### src/rtl/lstl_pkg.sv
`timescale 1ns / 1ps
// Shared types and constants for the leap-second step table lookup.
// No dependencies; used by every RTL file of the block.
package lstl_pkg;

  localparam int ENTRY_MJD_W   = 17;
  localparam int OFF_W         = 8;
  localparam int IDX_W         = 6;
  localparam int JD_W          = 55;
  localparam int DAYLEN_W      = 17;
  localparam int CFG_W         = 7;
  localparam int CMD_W         = 2;
  localparam int IN_DATA_W     = 144;
  localparam int OUT_DATA_W    = 40;

  // Reduced-time difference is clamped to +/- 2**CLAMP_SHIFT LSBs of day fixed point
  localparam int CLAMP_SHIFT   = 45;
  localparam int CLAMP_W       = 47;
  localparam int PROD_W        = 64;

  localparam int SEC_PER_DAY   = 86400;
  // 2400000.5 days expressed in half days
  localparam logic [63:0] JD_BASE_HALF_DAYS = 64'd4800001;

  localparam int BUILTIN_STEPS = 28;
  localparam int BUILTIN_OFF0  = 10;
  localparam int CFG_RESET     = 28;

  localparam logic [ENTRY_MJD_W-1:0] BUILTIN_MJD [BUILTIN_STEPS] = '{
    17'd41317, 17'd41499, 17'd41683, 17'd42048, 17'd42413, 17'd42778, 17'd43144,
    17'd43509, 17'd43874, 17'd44239, 17'd44786, 17'd45151, 17'd45516, 17'd46247,
    17'd47161, 17'd47892, 17'd48257, 17'd48804, 17'd49169, 17'd49534, 17'd50083,
    17'd50630, 17'd51179, 17'd53736, 17'd54832, 17'd56109, 17'd57204, 17'd57754
  };

  localparam logic STATUS_OK        = 1'b0;
  localparam logic STATUS_BAD_INDEX = 1'b1;

  typedef enum logic [CMD_W-1:0] {
    CMD_LOAD    = 2'd0,
    CMD_OFF_UTC = 2'd1,
    CMD_OFF_TAI = 2'd2,
    CMD_DAY_UTC = 2'd3
  } cmd_t;

  typedef enum logic [2:0] {
    ST_INIT,
    ST_IDLE,
    ST_SEARCH,
    ST_PREV,
    ST_PREVW,
    ST_OUT
  } state_t;

  typedef struct packed {
    logic [ENTRY_MJD_W-1:0] mjd;
    logic signed [OFF_W-1:0] off;
  } entry_t;

  // Reset content of one table slot
  function automatic entry_t builtin_entry(input int unsigned i);
    entry_t e;
    e = '0;
    if (i < BUILTIN_STEPS) begin
      e.mjd = BUILTIN_MJD[i[4:0]];
      e.off = OFF_W'(BUILTIN_OFF0 + i);
    end
    return e;
  endfunction

endpackage

### src/rtl/lstl_step_mem.sv
`timescale 1ns / 1ps
// Step table storage: one write port, one registered read port, and the
// post-reset sweep that loads the built-in steps. Depends on lstl_pkg.
module lstl_step_mem
  import lstl_pkg::*;
#(
  parameter int DEPTH = 64
) (
  input  logic                     clk,
  input  logic                     rst_n,
  output logic                     init_busy,
  input  logic                     wr_en,
  input  logic [$clog2(DEPTH)-1:0] wr_addr,
  input  entry_t                   wr_data,
  input  logic                     rd_en,
  input  logic [$clog2(DEPTH)-1:0] rd_addr,
  output entry_t                   rd_data
);

  localparam int AW = $clog2(DEPTH);

  entry_t          mem [DEPTH];
  entry_t          rd_data_r;
  logic            init_r;
  logic [AW-1:0]   icnt_r;
  logic [AW-1:0]   icnt_nxt;
  logic            init_nxt;
  logic            we;
  logic [AW-1:0]   waddr;
  entry_t          wdata;

  always_comb begin
    icnt_nxt = icnt_r;
    init_nxt = init_r;
    if (init_r) begin
      icnt_nxt = icnt_r + AW'(1);
      if (icnt_r == AW'(DEPTH - 1)) begin
        init_nxt = 1'b0;
      end
    end
  end

  // sweep owns the write port until every slot holds its reset value
  always_comb begin
    we    = init_r | wr_en;
    waddr = init_r ? icnt_r : wr_addr;
    wdata = init_r ? builtin_entry(32'(icnt_r)) : wr_data;
  end

  always_ff @(posedge clk) begin
    if (!rst_n) begin
      init_r <= 1'b1;
      icnt_r <= '0;
    end else begin
      init_r <= init_nxt;
      icnt_r <= icnt_nxt;
    end
  end

  always_ff @(posedge clk) begin
    if (we) begin
      mem[waddr] <= wdata;
    end
    if (rd_en) begin
      rd_data_r <= mem[rd_addr];
    end
  end

  assign rd_data   = rd_data_r;
  assign init_busy = init_r;

endmodule

### src/rtl/leap_second_table_lookup.sv
`timescale 1ns / 1ps
// Top level of the TAI-UTC leap-second step table lookup.
// Depends on lstl_pkg and lstl_step_mem.
//
//  channel | dir | handshake           | contents
//  --------+-----+---------------------+-------------------------------------------
//  in_     | in  | in_tvalid/in_tready | tuser: cmd; tdata: load entry and JD parts
//  out_    | out | out_tvalid/tready   | tdata: offsets, day length, status
//  cfg_    | in  | cfg_wr_en           | cfg_wr_data: active entry count
//
// Flow: a load goes to ST_OUT and then into the output register; a query reads one slot
// per cycle of the N active entries (1..TABLE_DEPTH), newest first, through a three-stage
// compare pipe and stops at the first match; a day query whose step ends the day also
// reads the slot before it. Reset: after rst_n rises a sweep writes all TABLE_DEPTH slots
// and loads the built-in steps while in_tready stays low. Stalls: a waiting result holds the
// output register; one more transaction is accepted and holds in ST_OUT until it frees.
module leap_second_table_lookup
  import lstl_pkg::*;
#(
  parameter int TABLE_DEPTH       = 64,
  parameter int DAY_FRACTION_BITS = 32
) (
  input  logic                  clk,
  input  logic                  rst_n,
  // [1:0] cmd
  input  logic [CMD_W-1:0]      in_tuser,
  // [5:0] entry_index, [22:6] entry_mjd, [30:23] entry_offset,
  // [85:31] jd_part1, [140:86] jd_part2, [143:141] zero
  input  logic [IN_DATA_W-1:0]  in_tdata,
  input  logic                  in_tvalid,
  output logic                  in_tready,
  // [7:0] offset_today, [15:8] offset_next_day, [32:16] day_length,
  // [33] status, [39:34] zero
  output logic [OUT_DATA_W-1:0] out_tdata,
  output logic                  out_tvalid,
  input  logic                  out_tready,
  input  logic                  cfg_wr_en,
  input  logic [CFG_W-1:0]      cfg_wr_data
);

  localparam int AW    = $clog2(TABLE_DEPTH);
  localparam int F     = DAY_FRACTION_BITS;
  // reduced MJD: sum of the two parts minus the epoch, signed
  localparam int MJD_W = ((JD_W + 1 > F + 23) ? JD_W + 1 : F + 23) + 1;
  // entry start in fixed point, as a signed value
  localparam int SW    = F + ENTRY_MJD_W + 1;
  localparam int DW    = ((MJD_W > SW) ? MJD_W : SW) + 1;

  localparam logic [MJD_W-1:0]     JD_BASE     = MJD_W'(JD_BASE_HALF_DAYS << (F - 1));
  localparam logic signed [DW-1:0] ONE_DAY     = DW'(1) << F;
  localparam logic signed [DW-1:0] NEG_ONE_DAY = -ONE_DAY;
  localparam logic signed [DW-1:0] CLAMP_POS   = DW'(1) << CLAMP_SHIFT;
  localparam logic signed [DW-1:0] CLAMP_NEG   = -CLAMP_POS;

  // ---------------------------------------------------------------- input fields
  logic [IDX_W-1:0]        f_index;
  logic [ENTRY_MJD_W-1:0]  f_mjd;
  logic [OFF_W-1:0]        f_off;
  logic [JD_W-1:0]         f_jd1;
  logic [JD_W-1:0]         f_jd2;
  cmd_t                    f_cmd;

  assign f_index = in_tdata[5:0];
  assign f_mjd   = in_tdata[22:6];
  assign f_off   = in_tdata[30:23];
  assign f_jd1   = in_tdata[85:31];
  assign f_jd2   = in_tdata[140:86];
  assign f_cmd   = cmd_t'(in_tuser);

  // ---------------------------------------------------------------- registers
  state_t                  state_r, state_nxt;
  logic [CFG_W-1:0]        cfg_count_r;
  cmd_t                    cmd_r, cmd_nxt;
  logic signed [MJD_W-1:0] mjd_r, mjd_nxt;
  logic [AW-1:0]           ra_r, ra_nxt;
  logic                    issue_done_r, issue_done_nxt;

  // compare pipe: p0 = read data, p1 = difference, p2 = flags and product
  logic                    v0_r, v0_nxt;
  logic [AW-1:0]           idx0_r;
  logic                    v1_r, v1_nxt;
  logic [AW-1:0]           idx1_r;
  logic signed [OFF_W-1:0] off1_r;
  logic signed [DW-1:0]    d_r, d_nxt;
  logic                    v2_r, v2_nxt;
  logic [AW-1:0]           idx2_r;
  logic signed [OFF_W-1:0] off2_r;
  logic signed [PROD_W-1:0] prod_r, prod_nxt;
  logic                    utc_ge2_r, day_ge2_r, big_pos2_r, big_neg2_r;
  logic                    utc_ge_nxt, day_ge_nxt, big_pos_nxt, big_neg_nxt;

  logic signed [OFF_W-1:0] today_r, today_nxt;
  logic signed [OFF_W-1:0] next_r, next_nxt;
  logic                    status_r, status_nxt;

  logic                    out_valid_r, out_valid_nxt;
  logic [OFF_W-1:0]        out_today_r, out_today_nxt;
  logic [OFF_W-1:0]        out_next_r, out_next_nxt;
  logic [DAYLEN_W-1:0]     out_daylen_r, out_daylen_nxt;
  logic                    out_status_r, out_status_nxt;

  // ---------------------------------------------------------------- memory
  logic                    init_busy;
  logic                    mem_we;
  logic [AW-1:0]           mem_waddr;
  entry_t                  mem_wdata;
  logic                    mem_re;
  logic [AW-1:0]           mem_raddr;
  entry_t                  rd_data;

  lstl_step_mem #(
    .DEPTH (TABLE_DEPTH)
  ) u_mem (
    .clk       (clk),
    .rst_n     (rst_n),
    .init_busy (init_busy),
    .wr_en     (mem_we),
    .wr_addr   (mem_waddr),
    .wr_data   (mem_wdata),
    .rd_en     (mem_re),
    .rd_addr   (mem_raddr),
    .rd_data   (rd_data)
  );

  // ---------------------------------------------------------------- datapath
  logic [AW-1:0]           start_addr;
  logic signed [DW-1:0]    mjd_ext;
  logic [DW-1:0]           start_ext;
  logic signed [PROD_W-1:0] rhs;
  logic                    tai_ge;
  logic                    at_zero;
  logic                    hit;

  // reduce the query time to MJD in fixed point
  assign mjd_nxt = {{(MJD_W - JD_W){f_jd1[JD_W-1]}}, f_jd1}
                 + {{(MJD_W - JD_W){f_jd2[JD_W-1]}}, f_jd2}
                 - JD_BASE;

  // last active slot: count saturated to 1..TABLE_DEPTH, minus one
  always_comb begin
    if (cfg_count_r == '0) begin
      start_addr = '0;
    end else if (32'(cfg_count_r) >= TABLE_DEPTH) begin
      start_addr = AW'(TABLE_DEPTH - 1);
    end else begin
      start_addr = AW'(cfg_count_r - CFG_W'(1));
    end
  end

  // p0 -> p1: time minus entry start
  assign mjd_ext   = {{(DW - MJD_W){mjd_r[MJD_W-1]}}, mjd_r};
  assign start_ext = {{(DW - SW + 1){1'b0}}, rd_data.mjd, {F{1'b0}}};
  assign d_nxt     = mjd_ext - $signed(start_ext);

  // p1 -> p2: compare flags and the TAI side scaled to seconds; beyond the clamp
  // the sign alone decides, so the product is only used inside it
  assign utc_ge_nxt  = ~d_r[DW-1];
  assign day_ge_nxt  = d_r >= NEG_ONE_DAY;
  assign big_pos_nxt = d_r > CLAMP_POS;
  assign big_neg_nxt = d_r < CLAMP_NEG;
  assign prod_nxt    = $signed({{(PROD_W - CLAMP_W){d_r[CLAMP_W-1]}}, d_r[CLAMP_W-1:0]})
                     * $signed(PROD_W'(SEC_PER_DAY));

  // p2: entry's own offset in seconds fixed point
  assign rhs     = $signed({{(PROD_W - OFF_W){off2_r[OFF_W-1]}}, off2_r}) <<< F;
  assign tai_ge  = big_pos2_r | (~big_neg2_r & (prod_r >= rhs));
  assign at_zero = (idx2_r == '0);

  always_comb begin
    unique case (cmd_r)
      CMD_OFF_UTC: hit = utc_ge2_r | at_zero;
      CMD_OFF_TAI: hit = tai_ge | at_zero;
      CMD_DAY_UTC: hit = day_ge2_r | at_zero;
      CMD_LOAD:    hit = 1'b1;
      default:     hit = 1'b1;
    endcase
    hit = hit & v2_r;
  end

  // ---------------------------------------------------------------- control
  always_comb begin
    state_nxt      = state_r;
    cmd_nxt        = cmd_r;
    ra_nxt         = ra_r;
    issue_done_nxt = issue_done_r;
    today_nxt      = today_r;
    next_nxt       = next_r;
    status_nxt     = status_r;
    in_tready      = 1'b0;
    mem_we         = 1'b0;
    mem_waddr      = AW'(f_index);
    mem_wdata      = '{mjd: f_mjd, off: f_off};
    mem_re         = 1'b0;
    mem_raddr      = ra_r;
    v0_nxt         = 1'b0;
    v1_nxt         = v0_r & ~hit;
    v2_nxt         = v1_r & ~hit;

    out_valid_nxt  = out_valid_r & ~out_tready;
    out_today_nxt  = out_today_r;
    out_next_nxt   = out_next_r;
    out_daylen_nxt = out_daylen_r;
    out_status_nxt = out_status_r;

    unique case (state_r)
      ST_INIT: begin
        if (!init_busy) begin
          state_nxt = ST_IDLE;
        end
      end

      ST_IDLE: begin
        in_tready = 1'b1;
        if (in_tvalid) begin
          cmd_nxt   = f_cmd;
          today_nxt = '0;
          next_nxt  = '0;
          if (f_cmd == CMD_LOAD) begin
            // write now; slots beyond the table are dropped and flagged
            if (32'(f_index) < TABLE_DEPTH) begin
              mem_we     = 1'b1;
              status_nxt = STATUS_OK;
            end else begin
              status_nxt = STATUS_BAD_INDEX;
            end
            state_nxt = ST_OUT;
          end else begin
            status_nxt     = STATUS_OK;
            ra_nxt         = start_addr;
            issue_done_nxt = 1'b0;
            state_nxt      = ST_SEARCH;
          end
        end
      end

      ST_SEARCH: begin
        // issue one read per cycle, newest slot first
        if (!issue_done_r) begin
          mem_re = 1'b1;
          v0_nxt = ~hit;
          ra_nxt = ra_r - AW'(1);
          if (ra_r == '0) begin
            issue_done_nxt = 1'b1;
          end
        end
        if (hit) begin
          // first decision wins; flush the reads still in flight
          today_nxt = off2_r;
          state_nxt = ST_OUT;
          if (cmd_r == CMD_DAY_UTC) begin
            next_nxt = off2_r;
            if (!at_zero && !utc_ge2_r) begin
              // step falls at the end of this day: today uses the slot before
              ra_nxt    = idx2_r - AW'(1);
              state_nxt = ST_PREV;
            end
          end
        end
      end

      ST_PREV: begin
        mem_re    = 1'b1;
        state_nxt = ST_PREVW;
      end

      ST_PREVW: begin
        today_nxt = rd_data.off;
        state_nxt = ST_OUT;
      end

      ST_OUT: begin
        if (!out_valid_r || out_tready) begin
          out_valid_nxt  = 1'b1;
          out_today_nxt  = today_r;
          out_next_nxt   = next_r;
          out_status_nxt = status_r;
          if (cmd_r == CMD_DAY_UTC) begin
            out_daylen_nxt = DAYLEN_W'(SEC_PER_DAY)
                           - {{(DAYLEN_W - OFF_W){today_r[OFF_W-1]}}, today_r}
                           + {{(DAYLEN_W - OFF_W){next_r[OFF_W-1]}}, next_r};
          end else begin
            out_daylen_nxt = '0;
          end
          state_nxt = ST_IDLE;
        end
      end

      default: begin
        state_nxt = ST_IDLE;
      end
    endcase
  end

  // ---------------------------------------------------------------- sequential
  always_ff @(posedge clk) begin
    if (!rst_n) begin
      state_r      <= ST_INIT;
      cfg_count_r  <= CFG_W'(CFG_RESET);
      v0_r         <= 1'b0;
      v1_r         <= 1'b0;
      v2_r         <= 1'b0;
      out_valid_r  <= 1'b0;
      issue_done_r <= 1'b1;
    end else begin
      state_r      <= state_nxt;
      v0_r         <= v0_nxt;
      v1_r         <= v1_nxt;
      v2_r         <= v2_nxt;
      out_valid_r  <= out_valid_nxt;
      issue_done_r <= issue_done_nxt;
      if (cfg_wr_en) begin
        cfg_count_r <= cfg_wr_data;
      end
    end
  end

  always_ff @(posedge clk) begin
    cmd_r        <= cmd_nxt;
    ra_r         <= ra_nxt;
    today_r      <= today_nxt;
    next_r       <= next_nxt;
    status_r     <= status_nxt;
    if (in_tready && in_tvalid) begin
      mjd_r <= mjd_nxt;
    end
    idx0_r       <= ra_r;
    idx1_r       <= idx0_r;
    off1_r       <= rd_data.off;
    d_r          <= d_nxt;
    idx2_r       <= idx1_r;
    off2_r       <= off1_r;
    prod_r       <= prod_nxt;
    utc_ge2_r    <= utc_ge_nxt;
    day_ge2_r    <= day_ge_nxt;
    big_pos2_r   <= big_pos_nxt;
    big_neg2_r   <= big_neg_nxt;
    out_today_r  <= out_today_nxt;
    out_next_r   <= out_next_nxt;
    out_daylen_r <= out_daylen_nxt;
    out_status_r <= out_status_nxt;
  end

  assign out_tvalid = out_valid_r;
  assign out_tdata  = {6'd0, out_status_r, out_daylen_r, out_next_r, out_today_r};

endmodule

### config.mk
export PLATFORM = sky130hd
export DESIGN_NAME = leap_second_table_lookup
export DESIGN_NICKNAME = d
export VERILOG_FILES = /design/src/rtl/lstl_pkg.sv /design/src/rtl/lstl_step_mem.sv /design/src/rtl/leap_second_table_lookup.sv
export SDC_FILE = /design/constraint.sdc
export NUM_CORES = 2
export LEC_CHECK = 0
export ABC_AREA = 1
export BUFFER_PORTS_ARGS = -buffer_cell sky130_fd_sc_hd__buf_4
export CAP_MARGIN = 25
export CORE_MARGIN = 3
export CORE_UTILIZATION = 44
export DETAILED_ROUTE_END_ITERATION = 8
export HOLD_SLACK_MARGIN = 0.15
export MAX_ROUTING_LAYER = met4
export PLACE_DENSITY = 0.59
export SETUP_SLACK_MARGIN = 0.5
export SLEW_MARGIN = 20
export SYNTH_ARGS = -nofsm -noshare
export SYNTH_HDL_FRONTEND = slang
export SYNTH_SLANG_ARGS = --single-unit
### constraint.sdc
create_clock -name clk -period 14.3 [get_ports clk]
set_clock_uncertainty 0.15 [all_clocks]
set_input_delay 2.145 -clock clk [delete_from_list [all_inputs] [get_ports clk]]
set_output_delay 2.145 -clock clk [all_outputs]
set_load 0.03 [all_outputs]
==> results.py <==
metrics = {
    "outcome": {
        "outcome": "complete, no violations",
    },
    "routing": {
        "dr.pass1.iters": 6,
        "viasPerCell": 5.559,
        "antenna_violating_nets_post_route": 0,
        "drtIter0Drc": 5845,
        "wl_per_cell_um": 22.87,
        "wl_um": 242400,
        "dr_total_vias": 58920,
        "drc": 0,
    },
    "synthesis": {
        "synthMuxAreaShare_pct": 0.2836,
        "synth_edf_count": 1735,
        "synthCells": 7602,
        "yosys.area.top_type": "edfxtp_1",
        "synth_most_common_cell": "edfxtp_1",
        "avgSynthCellArea_um2": 11.61,
        "synth_adder_area_share_pct": 9.105,
        "netlist_top_cells_count": "1735 x edfxtp_1, 972 x nand2_1, 916 x nor2_1, 763 x o21ai_0, 693 x inv_1",
        "synthSimpleGateAreaFrac_pct": 9.434,
        "yosys_warnings": 0,
        "yosys.area_share.xor_xnor_pct": 1.370,
        "synth_top_family_by_area": "compound AO/OA/AOI/OAI gates",
        "yosys.area.top_type_share_pct": 59.04,
        "synth_cell_types": 67,
        "synth.area.top_cells": "edfxtp_1 59%, ha_1 6.0%, o21ai_0 4.3%",
        "synth_compound_area_share_pct": 12.04,
        "synth_ff_type": "edfxtp_1",
        "synth_area_um2": 88250,
        "ys_seq_area_share_pct": 63.01,
        "ys_async_sr_fraction_pct": 0,
        "ys_ff_latch": 1910,
    },
    "clock_network": {
        "clk_pin_slew_ns": 0.06,
        "clk-insertion-delay-late_ns": 0.83,
        "cts_resized": 0,
        "clockBufferDepth": 3,
        "clock-root-buffer": "clkbuf_16",
        "postCtsHoldBufs": 0,
        "cts.sink_count": 1910,
        "htree_num_levels": 4,
        "post_cts_buffers": 0,
        "numCtsBuffers": 192,
        "cts_tree": "done",
    },
    "power": {
        "total_power_mw": 23.26,
        "p_sw_mw": 9.904,
        "power_leakage_nw": 36.83,
        "power.density_nw_per_um2": 234.2,
        "seqPwrFrac_pct": 29.2,
        "internal_power_mw": 13.36,
        "switching_share_pct": 42.58,
        "peakVddDrop_mv": 0.3610,
        "p_clk_share_pct": 20.8,
        "p_comb_share_pct": 49.9,
    },
    "final_layout": {
        "final_net_count": 8515,
        "syn_to_final_growth_pct": 12.51,
        "fin_area_um2": 99300,
        "regArea_um2": 55600,
        "drive_above_1_share_pct": 9.985,
        "fin_cells": 10600,
        "multiInputGateArea_um2": 28870,
        "nFillCells": 17460,
        "final_util_pct": 50.04,
    },
    "sta": {
        "final_min_period_over_clock_period_pct": 40.73,
        "slew_violations": 0,
        "hold_viol": 0,
        "fin_ws_ns": 8.476,
        "period_minus_slack_ns": 5.824,
        "hold_slack_ns": 0.1710,
        "final-setup-viol-count": 0,
        "rsz0062_at_grt": "false",
        "worstMarginPinSlew_ns": 1.196,
        "slew_headroom_pct": 19.92,
        "final.setup.tns_ns": 0,
        "max_freq_mhz": 171.7,
    },
    "die": {
        "num_io_pins": 200,
        "coreArea_um2": 198400,
        "die_y_um": 453.9,
        "start_util_pct": 44.47,
        "die_w_um": 453.9,
        "num_rows": 163,
        "die_area_um2": 206000,
    },
    "worst_setup_path": {
        "slowest_stage": "buf_4",
        "ff2ff_setup_slack_ns": 8.48,
        "ff2ff_path_depth": 11,
        "critPathMaxFanout": 85,
        "r2r-end": "u_mem.rd_data[4]$_DFFE_PP_",
        "crit_chain": "buf_4 -> inv_8 -> buf_4 -> buf_4 -> buf_4 -> o21ai_0 -> o22ai_1 -> o21ai_0 -> o22ai_1 -> o21ai_0 -> o21ai_0",
        "critPathMaxStageDelay_ns": 0.76,
        "critPathKind": "register to register",
        "endpoint_kind": "register",
        "rr_startpoint": "mem_raddr[0]$_DFFE_PP_",
        "start_kind": "register",
        "required_ns": 14.64,
        "crit_buf_inv": 5,
        "crit_family": "buffers and inverters",
        "arrival_ns": 6.16,
    },
    "grt": {
        "grt_pass1_wl_um": 358600,
        "gr-usage-all-layers_pct": 23.81,
        "grt_max_degree": 124,
        "antenna_found_initial": 3,
        "grt_pass1_vias": 56330,
        "grt_overflow": 0,
    },
    "flow_run": {
        "drv_cap": 0,
    },
    "worst_hold_path": {
        "hold_class": "register to register",
        "whs_endpoint": "idx1_r[5]$_DFF_P_",
        "min_from": "idx0_r[5]$_DFF_P_",
        "hold_depth": 0,
    },
    "place": {
        "placed_cells": 10240,
        "placed_cell_area_um2": 93150,
        "pre_cts_slack_ns": 8.500,
        "gp_congestion": 0.8940,
        "hpwl_um": 145000,
        "numPortBuffers": 187,
    },
}
power groups by stage:
stage / sequential, mW / combinational (mW) / clock, mW
after CTS: 6.80 / 11.7 / 4.94
after global placement: 6.91 / 11.5 / 0
final: 6.80 / 11.6 / 4.85
after detailed placement: 6.92 / 11.6 / 0
after global routing: 6.82 / 13.0 / 5.17
after floorplan: 6.87 / 8.13 / 0
cell families (layout without fill, tap and decap cells):
family,after synthesis,in the layout
and+or+nand+nor,2104,2104
DFF,1910,1910
AOI/OAI and AO/OA,1806,1806
buffers and inverters,1058,1399
adders and majority gates,560,560
xor gates and xnor gates,138,138
muxes,25,25
other,1,16
how the worst max path moves through the flow:
| stage | cells past startpoint | start | to |
|---|---|---|---|
| global route | 11 | mem_raddr[0]$_DFFE_PP_ | u_mem.rd_data[4]$_DFFE_PP_ |
| finish | 11 | mem_raddr[0]$_DFFE_PP_ | u_mem.rd_data[4]$_DFFE_PP_ |
| detailed placement | 6 | in_tuser[1] | u_mem.mem[37][19]$_DFFE_PP_ |
| floorplan | 5 | in_tuser[1] | u_mem.mem[42][0]$_DFFE_PP_ |
| global placement | 6 | in_tuser[1] | u_mem.mem[36][9]$_DFFE_PP_ |
| CTS | 11 | mem_raddr[0]$_DFFE_PP_ | u_mem.rd_data[4]$_DFFE_PP_ |
cells in the final DEF (no fill, tap or decap), drive strengths merged, types with 3 or more instances in the layout:
cell,instances
edfxtp,1735
nand2,985
nor2,923
o21ai,791
inv,708
a21oi,436
ha,423
buf,346
o22ai,272
clkbuf,254
dfxtp,175
fa,137
nand3,93
xor2,90
a2111oi,83
clkinv,79
xnor2,48
nor3,40
a31oi,39
nor4,31
o211ai,29
mux2i,25
o221ai,24
nand4,24
a211oi,17
a32o,17
o21a,15
o2111ai,15
a21boi,12
a21o,10
conb,10
bufinv,10
a221oi,9
a32oi,9
o31ai,9
o21bai,8
diode,6
nand3b,3
o221a,3
a41oi,3
worst register-to-register path, cell delays in order, from the launching register on:
cell and delay, ns:
edfxtp_1 0.36, buf_4 0.32, inv_8 0.47, buf_4 0.80
buf_4 0.72, buf_4 0.65, o21ai_0 0.21, o22ai_1 0.22
o21ai_0 0.11, o22ai_1 0.60, o21ai_0 0.17, o21ai_0 0.74
layout make-up:
cell class	instances	area share, %
repair buffers	346	2.819
clock inverters	95	0.8064
flip-flops and latches	1910	56.00
clock buffers	254	5.282
inverters	704	2.683
well taps	2640	3.327
diodes	6	0.01512
multi-input cells	4643	29.07
flip-flops by register name, indices dropped and copies added (netlist names), 8 cells and up:
name and flops:
u_mem.mem 1600, out_next_r 8, today_r 8, out_daylen_r 13, d_r 58, off1_r 8, out_today_r 8, prod_r 57
mjd_r 57, u_mem.rd_data 25, next_r 8, off2_r 8
routing by layer:
metal	global-route usage (%)	share of wire, %	up-vias	wire length, um
li1	-	-	27350	-
met1	32.49	43	29210	104700
met2	37.36	47	2002	113700
met3	3.597	7.1	346	17330
met4	6.374	2.7	0	6637
met5	-	0	-	0
(Power assumes the default switching activity.)
